**src/hdl/tcc_pkg.sv**
```systemverilog
// shared constants, codes and types of the text console cursor and scroll engine
package tcc_pkg;

    localparam int ROW_CELLS    = 80;
    localparam int WINDOW_CELLS = 2000;
    localparam int VRAM_CELLS   = 16384;

    localparam int ADDR_W  = 14;
    localparam int CELLS_W = 15;
    localparam int CHAR_W  = 8;
    localparam int MODE_W  = 2;
    localparam int IDX_W   = 2;

    localparam int END_W = $clog2(VRAM_CELLS + 1);
    localparam int ROW_W = $clog2(VRAM_CELLS / ROW_CELLS + 1);
    localparam int COL_W = $clog2(ROW_CELLS);

    localparam int WIN_ROWS = WINDOW_CELLS / ROW_CELLS;
    localparam int WIN_COL  = WINDOW_CELLS % ROW_CELLS;

    localparam int CELLS_RESET = 16384;
    localparam int ATTR_RESET  = 7;
    localparam int END_RESET   = (CELLS_RESET < VRAM_CELLS) ? CELLS_RESET : VRAM_CELLS;
    localparam int LIMIT_RESET = (END_RESET > WINDOW_CELLS)
                               ? (END_RESET - WINDOW_CELLS + ROW_CELLS - 1) / ROW_CELLS : 0;

    localparam logic [CHAR_W-1:0] CH_NEWLINE   = 8'd10;
    localparam logic [CHAR_W-1:0] CH_BACKSPACE = 8'd8;
    localparam logic [CHAR_W-1:0] CH_SPACE     = 8'd32;

    typedef enum logic [MODE_W-1:0] {
        MODE_PUT  = 2'd0,
        MODE_UP   = 2'd1,
        MODE_DOWN = 2'd2,
        MODE_NOP  = 2'd3
    } mode_t;

    typedef enum logic [IDX_W-1:0] {
        REG_BASE  = 2'd0,
        REG_CELLS = 2'd1,
        REG_ATTR  = 2'd2
    } cfg_idx_t;

    typedef struct packed {
        logic [ADDR_W-1:0] base;
        logic [END_W-1:0]  region_end;
        logic [ROW_W-1:0]  row_limit;
        logic [CHAR_W-1:0] attr;
        logic              base_load;
    } cfg_t;

endpackage

```
**src/hdl/tcc_if.sv**
```systemverilog
// command and result channels of the console engine

interface tcc_cmd_if;
    logic                       valid;
    logic                       ready;
    logic [tcc_pkg::MODE_W-1:0] mode;
    logic [tcc_pkg::CHAR_W-1:0] char_code;

    modport source (output valid, output mode, output char_code, input ready);
    modport sink   (input valid, input mode, input char_code, output ready);
endinterface

interface tcc_res_if;
    logic                       valid;
    logic                       ready;
    logic                       cell_write;
    logic [tcc_pkg::ADDR_W-1:0] cell_address;
    logic [tcc_pkg::CHAR_W-1:0] cell_char;
    logic [tcc_pkg::CHAR_W-1:0] cell_attr;
    logic [tcc_pkg::ADDR_W-1:0] cursor_pos;
    logic [tcc_pkg::ADDR_W-1:0] window_start;

    modport source (output valid, output cell_write, output cell_address, output cell_char,
                    output cell_attr, output cursor_pos, output window_start, input ready);
    modport sink   (input valid, input cell_write, input cell_address, input cell_char,
                    input cell_attr, input cursor_pos, input window_start, output ready);
endinterface

```
**src/hdl/text_console_cursor_scroll_core.sv**
```systemverilog
// text console engine: cursor, auto-scroll and cell writes for one console region
// a command word is accepted into a hold register and its result is registered once the result register is free
// throughput: one word per cycle, held back only by a stalled result register
// cursor and window are kept as row and column offsets from the base, so no divider sits in the loop
// reset: cursor and window at cell 0, base 0, 16384 cells, attribute 7; no clearing pass
module text_console_cursor_scroll_core (
    input  logic                        clk,
    input  logic                        rst_n,
    tcc_cmd_if.sink                     cmd,
    tcc_res_if.source                   res,
    input  logic                        cfg_we,
    input  logic [tcc_pkg::IDX_W-1:0]   cfg_index,
    input  logic [tcc_pkg::CELLS_W-1:0] cfg_wdata
);
    import tcc_pkg::*;

    localparam int D_W = ROW_W + 2;
    localparam int PW  = ADDR_W + ROW_W;

    cfg_t cfg;

    tcc_cfg u_cfg (
        .clk       (clk),
        .rst_n     (rst_n),
        .cfg_we    (cfg_we),
        .cfg_index (cfg_index),
        .cfg_wdata (cfg_wdata),
        .cfg       (cfg)
    );

    // window follows the cursor, by whole rows, clamped to the region
    function automatic logic [ROW_W-1:0] follow(input logic [ROW_W-1:0] sr,
                                                input logic [ROW_W-1:0] cr,
                                                input logic [COL_W-1:0] cc,
                                                input logic [ROW_W-1:0] lim);
        logic signed [D_W-1:0] d;
        logic                  ahead;
        logic [ROW_W:0]        tgt;
        logic [ROW_W-1:0]      capped;
        logic [ROW_W-1:0]      s1;
        logic [ROW_W-1:0]      s2;
        d      = $signed({2'b00, cr}) - $signed({2'b00, sr}) - $signed(D_W'(WIN_ROWS));
        ahead  = (d > 0) || ((d == 0) && (cc > COL_W'(WIN_COL)));
        tgt    = {1'b0, cr} + (ROW_W + 1)'(cc >= COL_W'(WIN_COL)) - (ROW_W + 1)'(WIN_ROWS);
        capped = (tgt < {1'b0, lim}) ? tgt[ROW_W-1:0] : lim;
        s1     = (ahead && (capped > sr)) ? capped : sr;
        if (cr < s1)
            s2 = ((cc == '0) && (cr != '0)) ? cr - 1'b1 : cr;
        else
            s2 = s1;
        return s2;
    endfunction

    logic              hold_valid_reg;
    logic [MODE_W-1:0] hold_mode_reg;
    logic [CHAR_W-1:0] hold_char_reg;

    logic [ADDR_W-1:0] cur_reg;
    logic [ROW_W-1:0]  crow_reg;
    logic [COL_W-1:0]  ccol_reg;
    logic [ROW_W-1:0]  srow_reg;

    logic              res_valid_reg;
    logic              wr_reg;
    logic [ADDR_W-1:0] addr_reg;
    logic [CHAR_W-1:0] wch_reg;
    logic [CHAR_W-1:0] wattr_reg;
    logic [ADDR_W-1:0] window_reg;

    logic              slot_free;
    logic              fire;

    logic [ADDR_W-1:0] cur_next;
    logic [ROW_W-1:0]  crow_next;
    logic [COL_W-1:0]  ccol_next;
    logic [ROW_W-1:0]  srow_next;
    logic [ROW_W-1:0]  srow_pre;
    logic              wr_next;
    logic [ADDR_W-1:0] addr_next;
    logic [CHAR_W-1:0] wch_next;
    logic [CHAR_W-1:0] wattr_next;
    logic [PW-1:0]     window_wide;
    logic              col_last;

    assign slot_free = !res_valid_reg || res.ready;
    assign fire      = hold_valid_reg && slot_free;
    assign cmd.ready = !hold_valid_reg || slot_free;
    assign col_last  = (ccol_reg == COL_W'(ROW_CELLS - 1));

    always_comb
    begin
        cur_next   = cur_reg;
        crow_next  = crow_reg;
        ccol_next  = ccol_reg;
        srow_next  = srow_reg;
        wr_next    = 1'b0;
        addr_next  = '0;
        wch_next   = '0;
        wattr_next = '0;
        srow_pre   = follow(srow_reg, crow_reg, ccol_reg, cfg.row_limit);
        unique case (hold_mode_reg)
            MODE_PUT:
            begin
                case (hold_char_reg)
                    CH_NEWLINE:
                    begin
                        if (END_W'(cur_reg) + END_W'(ROW_CELLS) < cfg.region_end)
                        begin
                            cur_next  = cur_reg - ADDR_W'(ccol_reg) + ADDR_W'(ROW_CELLS);
                            crow_next = crow_reg + 1'b1;
                            ccol_next = '0;
                        end
                    end
                    CH_BACKSPACE:
                    begin
                        if (cur_reg > cfg.base)
                        begin
                            cur_next   = cur_reg - 1'b1;
                            wr_next    = 1'b1;
                            addr_next  = cur_reg - 1'b1;
                            wch_next   = CH_SPACE;
                            wattr_next = cfg.attr;
                            if (ccol_reg == '0)
                            begin
                                ccol_next = COL_W'(ROW_CELLS - 1);
                                crow_next = crow_reg - 1'b1;
                            end
                            else
                            begin
                                ccol_next = ccol_reg - 1'b1;
                            end
                        end
                    end
                    default:
                    begin
                        if (END_W'(cur_reg) + END_W'(1) < cfg.region_end)
                        begin
                            cur_next   = cur_reg + 1'b1;
                            wr_next    = 1'b1;
                            addr_next  = cur_reg;
                            wch_next   = hold_char_reg;
                            wattr_next = cfg.attr;
                            if (col_last)
                            begin
                                ccol_next = '0;
                                crow_next = crow_reg + 1'b1;
                            end
                            else
                            begin
                                ccol_next = ccol_reg + 1'b1;
                            end
                        end
                    end
                endcase
                srow_next = follow(srow_pre, crow_next, ccol_next, cfg.row_limit);
            end
            MODE_UP:
            begin
                if (srow_reg != '0)
                    srow_next = srow_reg - 1'b1;
            end
            MODE_DOWN:
            begin
                if (cfg.row_limit > srow_reg)
                    srow_next = srow_reg + 1'b1;
            end
            MODE_NOP: ;
            default: ;
        endcase
        window_wide = PW'(cfg.base) + PW'(srow_next) * PW'(ROW_CELLS);
    end

    always_ff @(posedge clk or negedge rst_n)
    begin
        if (!rst_n)
            hold_valid_reg <= 1'b0;
        else if (cmd.valid && cmd.ready)
            hold_valid_reg <= 1'b1;
        else if (fire)
            hold_valid_reg <= 1'b0;
    end

    always_ff @(posedge clk)
    begin
        if (cmd.valid && cmd.ready)
        begin
            hold_mode_reg <= cmd.mode;
            hold_char_reg <= cmd.char_code;
        end
    end

    always_ff @(posedge clk or negedge rst_n)
    begin
        if (!rst_n)
        begin
            cur_reg  <= '0;
            crow_reg <= '0;
            ccol_reg <= '0;
            srow_reg <= '0;
        end
        else if (cfg.base_load)
        begin
            cur_reg  <= cfg_wdata[ADDR_W-1:0];
            crow_reg <= '0;
            ccol_reg <= '0;
            srow_reg <= '0;
        end
        else if (fire)
        begin
            cur_reg  <= cur_next;
            crow_reg <= crow_next;
            ccol_reg <= ccol_next;
            srow_reg <= srow_next;
        end
    end

    always_ff @(posedge clk or negedge rst_n)
    begin
        if (!rst_n)
            res_valid_reg <= 1'b0;
        else if (fire)
            res_valid_reg <= 1'b1;
        else if (res.ready)
            res_valid_reg <= 1'b0;
    end

    always_ff @(posedge clk)
    begin
        if (fire)
        begin
            wr_reg     <= wr_next;
            addr_reg   <= addr_next;
            wch_reg    <= wch_next;
            wattr_reg  <= wattr_next;
            window_reg <= window_wide[ADDR_W-1:0];
        end
    end

    assign res.valid        = res_valid_reg;
    assign res.cell_write   = wr_reg;
    assign res.cell_address = addr_reg;
    assign res.cell_char    = wch_reg;
    assign res.cell_attr    = wattr_reg;
    assign res.cursor_pos   = cur_reg;
    assign res.window_start = window_reg;

`ifndef NO_ASSERTIONS
    a_base_moves_cursor: assert property (@(posedge clk) disable iff (!rst_n)
        cfg.base_load |=> cur_reg == $past(cfg_wdata[ADDR_W-1:0]) && srow_reg == '0)
        else $error("base write did not move cursor and window");

    a_col_in_row: assert property (@(posedge clk) disable iff (!rst_n)
        int'(ccol_reg) < ROW_CELLS)
        else $error("cursor column beyond row");

    a_cursor_split: assert property (@(posedge clk) disable iff (!rst_n)
        int'(cur_reg) == int'(cfg.base) + int'(crow_reg) * ROW_CELLS + int'(ccol_reg))
        else $error("cursor address and row and column offsets disagree");

    a_result_follows: assert property (@(posedge clk) disable iff (!rst_n)
        fire |=> res_valid_reg && !hold_valid_reg || res_valid_reg && $past(cmd.valid))
        else $error("processed word did not reach the result register");
`endif

endmodule

```
**src/hdl/tcc_cfg.sv**
```systemverilog
// configuration registers with region end and last window row worked out on write
module tcc_cfg (
    input  logic                        clk,
    input  logic                        rst_n,
    input  logic                        cfg_we,
    input  logic [tcc_pkg::IDX_W-1:0]   cfg_index,
    input  logic [tcc_pkg::CELLS_W-1:0] cfg_wdata,
    output tcc_pkg::cfg_t               cfg
);
    import tcc_pkg::*;

    localparam int SUM_W       = CELLS_W + 1;
    localparam int SPAN_W      = END_W;
    localparam int RECIP_SHIFT = SPAN_W + $clog2(ROW_CELLS);
    localparam longint RECIP   = ((64'd1 << RECIP_SHIFT) + ROW_CELLS - 1) / ROW_CELLS;
    localparam int RECIP_W     = RECIP_SHIFT - $clog2(ROW_CELLS) + 1;
    localparam int PROD_W      = SPAN_W + RECIP_W;

    logic [ADDR_W-1:0]  base_reg;
    logic [CELLS_W-1:0] cells_reg;
    logic [CHAR_W-1:0]  attr_reg;
    logic [END_W-1:0]   end_reg;
    logic [ROW_W-1:0]   limit_reg;

    logic [ADDR_W-1:0]  base_next;
    logic [CELLS_W-1:0] cells_next;
    logic [CHAR_W-1:0]  attr_next;
    logic [SUM_W-1:0]   sum;
    logic [END_W-1:0]   end_next;
    logic [END_W-1:0]   len;
    logic [SPAN_W-1:0]  span;
    logic [PROD_W-1:0]  prod;
    logic [ROW_W-1:0]   limit_next;

    always_comb
    begin
        base_next  = base_reg;
        cells_next = cells_reg;
        attr_next  = attr_reg;
        if (cfg_we)
        begin
            unique case (cfg_index)
                REG_BASE:  base_next  = cfg_wdata[ADDR_W-1:0];
                REG_CELLS: cells_next = cfg_wdata;
                REG_ATTR:  attr_next  = cfg_wdata[CHAR_W-1:0];
                default:   ;
            endcase
        end
    end

    // region end clamped to video memory, then ceil of the spare rows below the window
    always_comb
    begin
        sum      = SUM_W'(base_next) + SUM_W'(cells_next);
        end_next = (sum > SUM_W'(VRAM_CELLS)) ? END_W'(VRAM_CELLS) : sum[END_W-1:0];
        len      = end_next - END_W'(base_next);
        span     = (len > END_W'(WINDOW_CELLS))
                 ? len - END_W'(WINDOW_CELLS) + END_W'(ROW_CELLS - 1) : '0;
        prod     = PROD_W'(span) * PROD_W'(RECIP);
        limit_next = prod[RECIP_SHIFT +: ROW_W];
    end

    always_ff @(posedge clk or negedge rst_n)
    begin
        if (!rst_n)
        begin
            base_reg  <= '0;
            cells_reg <= CELLS_W'(CELLS_RESET);
            attr_reg  <= CHAR_W'(ATTR_RESET);
            end_reg   <= END_W'(END_RESET);
            limit_reg <= ROW_W'(LIMIT_RESET);
        end
        else if (cfg_we)
        begin
            base_reg  <= base_next;
            cells_reg <= cells_next;
            attr_reg  <= attr_next;
            end_reg   <= end_next;
            limit_reg <= limit_next;
        end
    end

    assign cfg.base       = base_reg;
    assign cfg.region_end = end_reg;
    assign cfg.row_limit  = limit_reg;
    assign cfg.attr       = attr_reg;
    assign cfg.base_load  = cfg_we && (cfg_index == REG_BASE);

`ifndef NO_ASSERTIONS
    a_end_above_base: assert property (@(posedge clk) disable iff (!rst_n)
        int'(end_reg) >= int'(base_reg) && int'(end_reg) <= VRAM_CELLS)
        else $error("region end outside base and video memory");

    a_limit_covers: assert property (@(posedge clk) disable iff (!rst_n)
        (int'(end_reg) - int'(base_reg) > WINDOW_CELLS) |->
        (int'(limit_reg) * ROW_CELLS >= int'(end_reg) - int'(base_reg) - WINDOW_CELLS &&
         int'(limit_reg) * ROW_CELLS <  int'(end_reg) - int'(base_reg) - WINDOW_CELLS
                                        + ROW_CELLS))
        else $error("last window row does not match region length");

    a_base_taken: assert property (@(posedge clk) disable iff (!rst_n)
        cfg.base_load |=> base_reg == $past(cfg_wdata[ADDR_W-1:0]))
        else $error("base write lost");
`endif

endmodule

```
**src/flat_wrapper.sv**
```systemverilog
// flat-port wrapper written by rule: the top's interface ports become plain ports
module text_console_cursor_scroll_core_flat import tcc_pkg::*;
  (clk, rst_n, cfg_we, cfg_index, cfg_wdata, cmd_valid, cmd_mode, cmd_char_code, cmd_ready, res_valid, res_cell_write, res_cell_address, res_cell_char, res_cell_attr, res_cursor_pos, res_window_start, res_ready);
  tcc_cmd_if cmd_i ();
  tcc_res_if res_i ();
  input  logic clk;
  input  logic rst_n;
  input  logic cfg_we;
  input  logic [tcc_pkg::IDX_W-1:0] cfg_index;
  input  logic [tcc_pkg::CELLS_W-1:0] cfg_wdata;
  input wire logic [$bits(cmd_i.valid)-1:0] cmd_valid;
  input wire logic [$bits(cmd_i.mode)-1:0] cmd_mode;
  input wire logic [$bits(cmd_i.char_code)-1:0] cmd_char_code;
  output wire logic [$bits(cmd_i.ready)-1:0] cmd_ready;
  output wire logic [$bits(res_i.valid)-1:0] res_valid;
  output wire logic [$bits(res_i.cell_write)-1:0] res_cell_write;
  output wire logic [$bits(res_i.cell_address)-1:0] res_cell_address;
  output wire logic [$bits(res_i.cell_char)-1:0] res_cell_char;
  output wire logic [$bits(res_i.cell_attr)-1:0] res_cell_attr;
  output wire logic [$bits(res_i.cursor_pos)-1:0] res_cursor_pos;
  output wire logic [$bits(res_i.window_start)-1:0] res_window_start;
  input wire logic [$bits(res_i.ready)-1:0] res_ready;
  assign cmd_i.valid = cmd_valid;
  assign cmd_i.mode = cmd_mode;
  assign cmd_i.char_code = cmd_char_code;
  assign cmd_ready = cmd_i.ready;
  assign res_valid = res_i.valid;
  assign res_cell_write = res_i.cell_write;
  assign res_cell_address = res_i.cell_address;
  assign res_cell_char = res_i.cell_char;
  assign res_cell_attr = res_i.cell_attr;
  assign res_cursor_pos = res_i.cursor_pos;
  assign res_window_start = res_i.window_start;
  assign res_i.ready = res_ready;
  text_console_cursor_scroll_core u_core (.clk(clk), .rst_n(rst_n), .cmd(cmd_i), .res(res_i), .cfg_we(cfg_we), .cfg_index(cfg_index), .cfg_wdata(cfg_wdata));
endmodule
```
**config.mk**
```make
export PLATFORM = sky130hd
export DESIGN_NAME = text_console_cursor_scroll_core_flat
export DESIGN_NICKNAME = d
export VERILOG_FILES = /design/src/hdl/tcc_pkg.sv /design/src/hdl/tcc_if.sv /design/src/hdl/text_console_cursor_scroll_core.sv /design/src/hdl/tcc_cfg.sv /design/src/flat_wrapper.sv
export SDC_FILE = /design/constraint.sdc
export NUM_CORES = 1
export LEC_CHECK = 0
export BUFFER_PORTS_ARGS = -buffer_cell sky130_fd_sc_hd__buf_4
export CAP_MARGIN = 10
export CORE_ASPECT_RATIO = 1.75
export CORE_MARGIN = 3
export CORE_UTILIZATION = 55
export DETAILED_ROUTE_END_ITERATION = 10
export PLACE_DENSITY_LB_ADDON = 0.2
export SYNTH_ARGS = -nofsm -noshare
export SYNTH_HDL_FRONTEND = slang
export SYNTH_SLANG_ARGS = --single-unit
```
**constraint.sdc**
```tcl
create_clock -name clk -period 15.12 [get_ports clk]
set_input_delay 1.512 -clock clk [delete_from_list [all_inputs] [get_ports clk]]
set_output_delay 1.512 -clock clk [all_outputs]
set_load 0.01 [all_outputs]
```
# Word-level counts from Yosys, hierarchy flattened
# Index checks and enable logic that the tools add are counted.
word_totals:
  register_bits: 154
  in_bits: 32
  out_inout_bits: 61
  elab_cells: 167
op_classes:
  add_sub_neg: 26
  mul: 2
  order_cmp: 18
  n_eq_ne: 9
  n_mux: 62
  reduce_logical: 32
op_table:
  columns: ["operator", "n"]
  rows:
  - ["$mux 8", 24]
  - ["$mux 14", 10]
  - ["$logic_not 32->1", 2]
  - ["$mux 7", 9]
  - ["$mux 15", 4]
  - ["$pmux 14 s2", 2]
  - ["$pmux 8 s2", 3]
  - ["$lt 15x15->1", 2]
  - ["$mul 15x16->30 const B", 1]
  - ["$gt 8x8->1", 3]
  - ["$pmux 8 s3", 1]
  - ["$reduce_bool 8->1", 3]
  - ["$sub 8x1->8 const B", 3]
  - ["$gt 10x1->1 const B", 2]
  - ["$sub 9x6->10 const B", 2]
  - ["$add 8x1->9", 2]
  - ["$lt 9x8->1", 2]
  - ["$sub 8x8->9", 2]
  - ["$sub 9x5->9 const B", 2]
  - ["$add 14x15->16", 1]
  - ["$add 8x1->8 const B", 2]
  - ["$eq 8x4->1 const B", 2]
  - ["$gt 16x15->1 const B", 1]
  - ["$lt 8x8->1", 2]
  - ["34 further kinds", 62]

# Depth between registers and ports, before layout
# Gate-level depths: netlist of run 1.
depth:
  word_depth: 22
  mapped_depth: 70

# Cells and area by module
# A second synthesis of run 1 with hierarchy kept.
hier_totals:
  cells_unflattened: 2390
  hier_area_um2: 20611.0
modules_own_cells:
  columns: ["mod", "n_inst", "cells_per_inst", "area_each_um2"]
  rows:
  - ["text_console_cursor_scroll_core", 1, 1489, 11987.7]
  - ["tcc_cfg", 1, 901, 8623.3]

# Worst setup path before layout of run 1
# Ideal clock, no wire load.
synth_timing:
  path_kind: "input-to-reg"
  start: "input cfg_we"
  end: "register u_core.u_cfg.limit_reg[6]"
  setup_time_ns: 0.120
  arrival_time_ns: 13.652
  path_slack_ns: 1.348
  cell_stages: 57
  n_path_buf: 5
  cell_sequence: "clkbuf_1 nor3b_1 clkbuf_1 buf_1 nand2_1 o21ai_0 inv_1 fa_1 nor2b_1 o21ai_0 a21boi_0 o21a_1 a311oi_1 xnor2_1 nor4_1 a41oi_1 clkbuf_1 nor2_1 [21 not listed] inv_1 fa_1 fa_1 ha_1 ha_1 nand3_1 nor2_1 nand3_1 inv_1 nand4_1 o22ai_1 or3_1 a221o_1 a221oi_1 nor2_1 a31o_2 or3_1 a31o_2"
synth_between:
  elab_chain_cells: 9
synth_lines:
  columns: ["item", "line_no", "text"]
  rows:
  - ["from (decl)", "flat_wrapper.sv:8", "input logic cfg_we;"]
  - ["$mux 14 *", "tcc_cfg.sv:40", "if (cfg_we)"]
  - ["via u_core.u_cfg.base_next[1]", "tcc_cfg.sv:25", "logic [ADDR_W-1:0] base_next;"]
  - ["$add 14x15->16 *", "tcc_cfg.sv:54", "sum = SUM_W'(base_next) + SUM_W'(cells_next);"]
  - ["$gt 16x15->1", "tcc_cfg.sv:55", "end_next = (sum > SUM_W'(VRAM_CELLS)) ? END_W'(VRAM_CELLS) : sum[END_W-1:0];"]
  - ["$mux 15 *", "tcc_cfg.sv:55", null]
  - ["via u_core.u_cfg.end_next[1]", "tcc_cfg.sv:29", "logic [END_W-1:0] end_next;"]
  - ["$sub 15x14->15 *", "tcc_cfg.sv:56", "len = end_next - END_W'(base_next);"]
  - ["$sub 15x11->15", "tcc_cfg.sv:58", "? len - END_W'(WINDOW_CELLS) + END_W'(ROW_CELLS - 1) : '0;"]
  - ["$add 15x7->15", "tcc_cfg.sv:58", null]
  - ["$mux 15 *", "tcc_cfg.sv:58", null]
  - ["$mul 15x16->30 *", "tcc_cfg.sv:59", "prod = PROD_W'(span) * PROD_W'(RECIP);"]
  - ["to (signal assigned)", "tcc_cfg.sv:71", "limit_reg <= ROW_W'(LIMIT_RESET);"]
  - ["to (signal assigned)", "tcc_cfg.sv:79", "limit_reg <= limit_next;"]
  - ["to (decl)", "tcc_cfg.sv:23", "logic [ROW_W-1:0] limit_reg;"]
# Mark *: on every way through the listed nets, which the timed path passes. The rest lies on a longest branch.
# A chain may end at the register's enable or synchronous reset.

# Worst setup path in the final report of run 1
layout_timing:
  start: "input cfg_index[1] (netlist name)"
  end: "register u_core.u_cfg.limit_reg[6]"
layout_between:
  elab_chain_cells: 11
layout_lines:
  columns: ["item", "line_no", "text"]
  rows:
  - ["from (decl)", "flat_wrapper.sv:9", "input logic [tcc_pkg::IDX_W-1:0] cfg_index;"]
  - ["$logic_not 2->1 *", "tcc_cfg.sv:42", "unique case (cfg_index)"]
  - ["$mux 14 *", "tcc_cfg.sv:42", null]
  - ["$mux 14 *", "tcc_cfg.sv:40", null]
  - ["via u_core.u_cfg.base_next[6]", "tcc_cfg.sv:25", null]
  - ["$add 14x15->16 *", "tcc_cfg.sv:54", null]
  - ["$gt 16x15->1 *", "tcc_cfg.sv:55", null]
  - ["$mux 15 *", "tcc_cfg.sv:55", null]
  - ["via u_core.u_cfg.end_next[1]", "tcc_cfg.sv:29", null]
  - ["$sub 15x14->15 *", "tcc_cfg.sv:56", null]
  - ["$sub 15x11->15", "tcc_cfg.sv:58", null]
  - ["$add 15x7->15", "tcc_cfg.sv:58", null]
  - ["$mux 15 *", "tcc_cfg.sv:58", null]
  - ["$mul 15x16->30 *", "tcc_cfg.sv:59", null]
# Marked as above.

==> impl_metrics.json, run 1 <==
{
  "yosys_register_bits": 154,
  "area_growth_syn_to_layout_pct": 10.6,
  "setup_ws_ns": 1.00,
  "netlist.area_leader.share_pct": 20.3,
  "grt_pass1_wl_um": 98900,
  "fill_cells": 3138,
  "synthArstFlopShare_pct": 64.3,
  "critical_path.max_stage_delay_ns": 0.55,
  "layout_commonest_cell": "ha_1",
  "critPathKind": "input pin to register",
  "seq_area_frac_synth_pct": 21.5,
  "status": "finished clean",
  "hold_class": "register to register",
  "dp_cells": 2794,
  "min_period_ns": 14.12,
  "drv_slew": 0,
  "globalplace.congestion": 0.998,
  "cts_max_level": 4,
  "place_ws_ns": 0.554,
  "ant_nets": 0,
  "cts_root_buf": "clkbuf_16",
  "skew_ns": 0.0125,
  "crit_start": "cfg_index[1]",
  "cts_tree": "done",
  "clk_latency_ns": 0.46,
  "max_freq_ghz": 0.0708,
  "routedWlPerCell_um": 22.7,
  "hold_buffers": 0,
  "min_period_over_period_pct": 93.4,
  "worstPathRequired_ns": 15.47,
  "core_area_mm2": 0.0346,
  "drive_above_1_share_pct": 12.1,
  "yosys-top-cells-area": "ha_1 (20%), dfrtp_1 (12%), edfxtp_1 (8.6%)",
  "finalSetupViolations": 0,
  "worstRegToRegCells": 62,
  "initial_core_util_pct": 55.7,
  "die_w_um": 147,
  "cap_violations": 0,
  "synth_area_mm2": 0.0193,
  "die_h_um": 254,
  "cp.arrival_ns": 14.47,
  "drt-pass1-iter-count": 8,
  "rsz0062_at_grt": "false",
  "worstSetupStartpointType": "input pin",
  "dieArea_mm2": 0.0374,
  "end_kind": "register",
  "io_pins": 93,
  "yosysWarnings": 0,
  "globalRoute.totalOverflow": 0,
  "synth_edf_count": 55,
  "num_vias": 17800,
  "crit_path_max_fanout": 29,
  "slew_headroom_pct": 27.6,
  "tightest_slew_ns": 1.08,
  "layout.cells.non_filler": 2826,
  "reg2reg_setup_slack_ns": 1.02,
  "grt_use_total_pct": 34.1,
  "worst_path_most_repeated_cell": "o21ai_0",
  "antenna_found_initial": 1,
  "hold_viol": 0,
  "holdWs_ns": 0.456,
  "detail_route.iter0.violations": 1183,
  "cts_made_buffers": 17,
  "grt_pass1_vias": 18200,
  "drcViolationCount": 0,
  "synthFlopType": "dfrtp_1",
  "wirelength_um": 64100,
  "grt_max_degree": 68,
  "syn_inst": 2261,
  "r2r-start": "u_core.crow_reg[4]",
  "path_clk_slew_ns": 0.08,
  "syn_nets": 2671,
  "num_rows": 90,
  "portBuffers": 92,
  "clk_path_buf_depth": 2,
  "reg2reg_to": "u_core.res.window_start[13]",
  "ys_types": 88,
  "antenna_cells": 0,
  "clock-sinks": 154,
  "crit_end": "u_core.u_cfg.limit_reg[6]",
  "setup_tns_ns": 0,
  "fin_nets": 2763,
  "synth_area_leader_cell": "ha_1",
  "crit_slowest_cell": "fa_1",
  "final_cell_mix": "ha_1 (312), inv_1 (244), a21oi_1 (173), nor2_1 (167), nand2_1 (163)",
  "syn_area_per_cell_um2": 8.52,
  "via_per_inst": 6.31,
  "hpwl_um": 52700
}
-- worst min path at each step --
| stage | cells past startpoint | start | slack, ns | end |
|---|---|---|---|---|
| after floorplan | 0 | u_core.u_cfg.base_reg[1] | 0.42 | u_core.res.window_start[1] |
| after global placement | 0 | u_core.u_cfg.base_reg[1] | 0.44 | u_core.res.window_start[1] |
| after detailed placement | 0 | u_core.u_cfg.base_reg[1] | 0.44 | u_core.res.window_start[1] |
| after CTS | 0 | u_core.u_cfg.base_reg[1] | 0.46 | u_core.res.window_start[1] |
| after global routing | 0 | u_core.u_cfg.base_reg[1] | 0.47 | u_core.res.window_start[1] |
| final | 0 | u_core.u_cfg.base_reg[1] | 0.46 | u_core.res.window_start[1] |
-- repair_timing --
item,4_1_cts,5_1_grt
endpoints found under the setup margin,0,5
setup buffers,0,0
resized for setup,0,10
-- area by class of cell --
type	count	area, um2	share of cell area, %
flip-flops and latches	154	4140	19.4
well taps	460	576	2.70
clock inverters	15	174	0.817
inverters	250	938	4.41
multi-input cells	1781	13900	65.4
repair buffers	149	1120	5.25
clock buffers	17	425	2.00
-- critical path: cells and delay by family --
family,cells,cell delay (ns)
adders and majority gates,9,3.78
AOI/OAI and AO/OA,23,5.05
xor gates and xnor gates,1,0.18
buffers and inverters,6,0.79
and+or+nand+nor,12,3.15
-- cell usage after synthesis, drive strengths merged (13+ instances only) --
cell type and number:
o211ai 20, and2 26, ha 312, o21bai 13, o31ai 15, clkbuf 63, fa 66, nand4 35
buf 13, and3 22, a211oi 31, a21o 37, mux2 53, o22ai 14, or3 26, o21ai 152
nor3 48, nor2 168, o21a 22, xnor2 86, inv 245, nand2b 15, a31oi 13, a21oi 177
edfxtp 55, nand3 46, nand2 163, xor2 37, nor2b 19, dfrtp 90, mux2i 14
-- stage by stage --
stage               util (%)  area (um2)
global route            61.6       21300
finish                  61.6       21300
floorplan                  -       19300
CTS                     61.5       21300
global placement        59.8       20700
detailed placement      59.8       20700
-- cells by family (layout without fill, tap and decap cells) --
kind of cell	after synthesis	count (layout)	synth area share (%)
and+or+nand+nor	618	618	15.7
xor gates and xnor gates	123	123	5.59
buffers and inverters	326	431	6.42
AOI/OAI and AO/OA	594	594	19.8
DFF	154	154	21.5
adders and majority gates	379	379	27.2
muxes	67	67	3.83
-- routing by layer --
layer | GRT usage (%) | vias to the layer above | wire length [um]
li1 | - | 8262 | -
met1 | 32.6 | 8509 | 20700
met2 | 63.9 | 735 | 33800
met3 | 3.85 | 332 | 2790
met4 | 29.0 | 2 | 6760
met5 | 0 | - | 16
Power of run 1 is left out: the tool's default activity adds up to more than one toggle a clock period on the data nets, which glitch-free logic cannot reach.
==> run 2, diff against run 1 <==
==> constraint.sdc (replaced) <==
create_clock -name clk -period 15.12 [get_ports clk]
set_input_delay 0.756 -clock clk [delete_from_list [all_inputs] [get_ports clk]]
set_output_delay 0.756 -clock clk [all_outputs]
set_load 0.01 [all_outputs]
==> impl_metrics.json, run 2 (same netlist as run 1, synthesis figures left out) <==
{
  "drcViolationCount": 0,
  "worst_path_most_repeated_cell": "a21oi_1",
  "hold_buffers": 0,
  "critPathKind": "register to register",
  "finalSetupViolations": 0,
  "hold_viol": 0,
  "dieArea_mm2": 0.0374,
  "drive_above_1_share_pct": 11.9,
  "cap_violations": 0,
  "detail_route.iter0.violations": 1322,
  "worstPathRequired_ns": 15.31,
  "globalplace.congestion": 1.06,
  "slew_headroom_pct": 10.4,
  "reg2reg_setup_slack_ns": 0.74,
  "min_period_ns": 14.38,
  "routedWlPerCell_um": 23.6,
  "cts_max_level": 4,
  "clk_latency_ns": 0.44,
  "grt_pass1_wl_um": 101000,
  "grtUsageMet3_pct": 5.19,
  "drt-pass1-iter-count": 6,
  "grt_max_degree": 77,
  "grt_use_total_pct": 35.2,
  "hpwl_um": 53800,
  "final_cell_mix": "ha_1 (312), inv_1 (243), a21oi_1 (177), nor2_1 (167), nand2_1 (163)",
  "wirelength_um": 66800,
  "initial_core_util_pct": 55.7,
  "portBuffers": 92,
  "use_met2_pct": 65.1,
  "path_clk_slew_ns": 0.07,
  "ant_nets": 0,
  "r2r-start": "u_core.res.cursor_pos[1]",
  "crit_path_max_fanout": 15,
  "core_area_mm2": 0.0346,
  "rsz0062_at_grt": "false",
  "skew_ns": 0.0170,
  "die_h_um": 254,
  "worstSetupStartpointType": "register",
  "cts_made_buffers": 17,
  "cts_root_buf": "clkbuf_16",
  "tightest_slew_ns": 1.34,
  "reg2reg_to": "u_core.res.window_start[13]",
  "drv_slew": 0,
  "num_vias": 18100,
  "globalRoute.totalOverflow": 0,
  "clk_path_buf_depth": 2,
  "via_per_inst": 6.39,
  "gr-usage-met1_pct": 33.2,
  "antenna_found_initial": 2,
  "die_w_um": 147,
  "grt_pass1_vias": 18600,
  "layout_commonest_cell": "ha_1",
  "cts_tree": "done",
  "fin_nets": 2764,
  "antenna_cells": 0,
  "max_freq_ghz": 0.0695,
  "busiest_layer": "met2",
  "num_rows": 90,
  "setup_tns_ns": 0,
  "crit_slowest_cell": "a2111oi_4",
  "clock-sinks": 154,
  "end_kind": "register",
  "min_period_over_period_pct": 95.1,
  "critical_path.max_stage_delay_ns": 0.80,
  "worstRegToRegCells": 57,
  "status": "finished clean",
  "area_growth_syn_to_layout_pct": 10.4,
  "cp.arrival_ns": 14.57,
  "io_pins": 93,
  "hold_class": "input pin to asynchronous set/reset pin"
}
## run 2: cell type report
class | count | area (um2)
Multi-Input combinational cell | 1781 | 13900
Fill cell | 3133 | 13300
Sequential cell | 154 | 4140
Timing Repair Buffer | 150 | 1140
Inverter | 250 | 938
Tap cell | 460 | 576
Clock buffer | 18 | 429
Clock inverter | 14 | 135
## run 2: worst max-delay path, delay by kind of cell, from the launching register on
kind / cells / cell delay (ns)
AO/OA/AOI/OAI: 27 / 7.49
adder cells (fa/ha/maj): 8 / 2.37
AND/OR/NAND/NOR: 14 / 2.35
flip-flops: 1 / 0.72
XOR/XNOR: 3 / 0.70
buffers and inverters: 5 / 0.49
## run 2: repair_timing
action / CTS / global route
buffers inserted: 0 / 5
hold endpoints to repair: 0 / 0
resized for setup: 0 / 7
setup endpoints to repair: 0 / 5
## run 2: how the worst max path moves through the flow
| stage | startpoint | end | slack, ns | cells after the start |
|---|---|---|---|---|
| 6_report | u_core.res.cursor_pos[1] | u_core.res.window_start[13] | 0.74 | 57 |
| 5_1_grt | cfg_we | u_core.u_cfg.limit_reg[6] | 0.02 | 53 |
| 4_1_cts | cfg_we | u_core.u_cfg.limit_reg[6] | 0.55 | 53 |
| 3_5_place_dp | cfg_we | u_core.u_cfg.limit_reg[6] | 0.13 | 53 |
| 3_3_place_gp | cfg_we | u_core.u_cfg.limit_reg[6] | 0.21 | 53 |
| 2_1_floorplan | u_core.crow_reg[4] | u_core.res.window_start[13] | 2.10 | 64 |
## run 2: layer usage
layer | share of wire (%) | routed length [um]
met3 | 5.4 | 3610
met5 | 0.025 | 17
met1 | 32 | 21300
met2 | 52 | 34500
met4 | 11 | 7380
## run 2: through the flow
step           cell area, um2  cells  setup slack [ns]  util [%]  hold slack (ns)
6_report                21300   2827             0.738      61.5            0.203
3_5_place_dp            20600   2790             0.125      59.7            0.443
4_1_cts                 21200   2822             0.547      61.3            0.204
5_1_grt                 21300   2827            0.0230      61.5            0.217
2_1_floorplan           19300   2261              2.10         -            0.425
3_3_place_gp            20600   2790             0.213      59.7            0.439
Power of run 2 is left out for the same reason.
==> run 3, diff against run 2 <==
- CORE_MARGIN: 3 -> 5
==> impl_metrics.json, run 3 (same netlist as run 1, synthesis figures left out) <==
{
  "status": "finished clean",
  "cap_violations": 0,
  "critPathKind": "register to register",
  "grt_max_degree": 81,
  "fill_cells": 3051,
  "hold_class": "input pin to asynchronous set/reset pin",
  "io_pins": 93,
  "hold_viol": 0,
  "cts_root_buf": "clkbuf_16",
  "postCtsResizedCells": 0,
  "reg2reg_setup_slack_ns": 0.85,
  "dieArea_mm2": 0.0390,
  "die_w_um": 151,
  "clk_latency_ns": 0.47,
  "core_area_mm2": 0.0346,
  "area_growth_syn_to_layout_pct": 10.4,
  "layout_commonest_cell": "ha_1",
  "routedWlPerCell_um": 23.3,
  "drcViolationCount": 0,
  "min_period_ns": 14.27,
  "path_clk_slew_ns": 0.08,
  "wirelength_um": 65700,
  "num_vias": 18000,
  "critical_path.max_stage_delay_ns": 0.79,
  "clk_path_buf_depth": 2,
  "hold_buffers": 0,
  "busiest_layer": "met2",
  "hpwl_um": 53200,
  "cp.arrival_ns": 14.61,
  "rsz0062_at_grt": "false",
  "postLayoutCoreUtil_pct": 61.5,
  "die_h_um": 258,
  "post_cts_buffers": 0,
  "grtUsageMet3_pct": 5.23,
  "drt-pass1-iter-count": 6,
  "critical_path.top_delay_family": "compound AO/OA/AOI/OAI gates",
  "crit_buf_inv": 5,
  "detail_route.iter0.violations": 1343,
  "num_rows": 90,
  "slew_headroom_pct": 20.0,
  "ant_nets": 0,
  "globalplace.congestion": 1.07,
  "drv_slew": 0,
  "via_per_inst": 6.38,
  "initial_core_util_pct": 55.7,
  "min_period_over_period_pct": 94.4,
  "cts_max_level": 4,
  "skew_ns": 0.0144,
  "final_area_mm2": 0.0213,
  "worstPathRequired_ns": 15.46,
  "setup_tns_ns": 0,
  "grt_pass1_wl_um": 101000,
  "worstSetupStartpointType": "register",
  "end_kind": "register",
  "crit_slowest_cell": "a2111oi_4",
  "grt_pass1_vias": 18700,
  "crit_path_max_fanout": 15,
  "final_cell_mix": "ha_1 (312), inv_1 (243), a21oi_1 (177), nor2_1 (167), nand2_1 (163)",
  "drive_above_1_share_pct": 11.8,
  "finalSetupViolations": 0,
  "placed_cell_area_mm2": 0.0206,
  "cts_tree": "done",
  "fin_nets": 2758,
  "grt_use_total_pct": 33.8,
  "use_met2_pct": 60.5,
  "clock-sinks": 154,
  "portBuffers": 92,
  "dp_cells": 2789,
  "antenna_cells": 0,
  "worst_path_most_repeated_cell": "a21oi_1",
  "max_freq_ghz": 0.0701,
  "globalRoute.totalOverflow": 0,
  "layout.cells.non_filler": 2821,
  "gr-usage-met1_pct": 31.9,
  "antenna_found_initial": 1,
  "cts_made_buffers": 17,
  "tightest_slew_ns": 1.19
}
==> run 3: changes by cell type in the layout (fill, tap and decap cells not counted), sizes merged <==
| cell | before | now |
|---|---|---|
| clkinvlp | 1 | 0 |
| inv | 254 | 255 |
| buf | 150 | 144 |
==> run 3: routing by layer <==
metal,share of wire [%],up-vias
li1,-,8259
met1,32,8484
met2,52,833
met3,5.2,421
met4,12,2
met5,0.020,-
==> run 3: area by class of cell <==
type / count / area (um2) / area share, %
clock buffer: 18 / 439 / 2.07
clock inverter: 14 / 171 / 0.806
tap: 460 / 576 / 2.71
multi-input combinational: 1781 / 13900 / 65.4
inverter: 250 / 938 / 4.42
sequential: 154 / 4140 / 19.5
timing repair buffer: 144 / 1080 / 5.09
==> run 3: per-stage QoR <==
stage          hold WS [ns]  setup WS (ns)
4_1_cts               0.184          0.803
3_3_place_gp          0.442          0.450
3_5_place_dp          0.444          0.369
5_1_grt               0.199         0.0505
6_report              0.177          0.849
2_1_floorplan         0.425           2.10
==> run 3: final timing paths <==
kind / end / cells after the start / start
worst max-delay path: u_core.res.window_start[13] / 54 / u_core.res.cursor_pos[1]
worst min register to register: u_core.res.window_start[1] / 0 / u_core.u_cfg.base_reg[1]
worst min-delay path: u_core.srow_reg[3] / 1 / rst_n
max in group asynchronous: u_core.res.cursor_pos[13] / 2 / rst_n
min in group clk: u_core.res.window_start[1] / 0 / u_core.u_cfg.base_reg[1]
worst max register to register: u_core.res.window_start[13] / 54 / u_core.res.cursor_pos[1]
Power of run 3 is left out for the same reason.
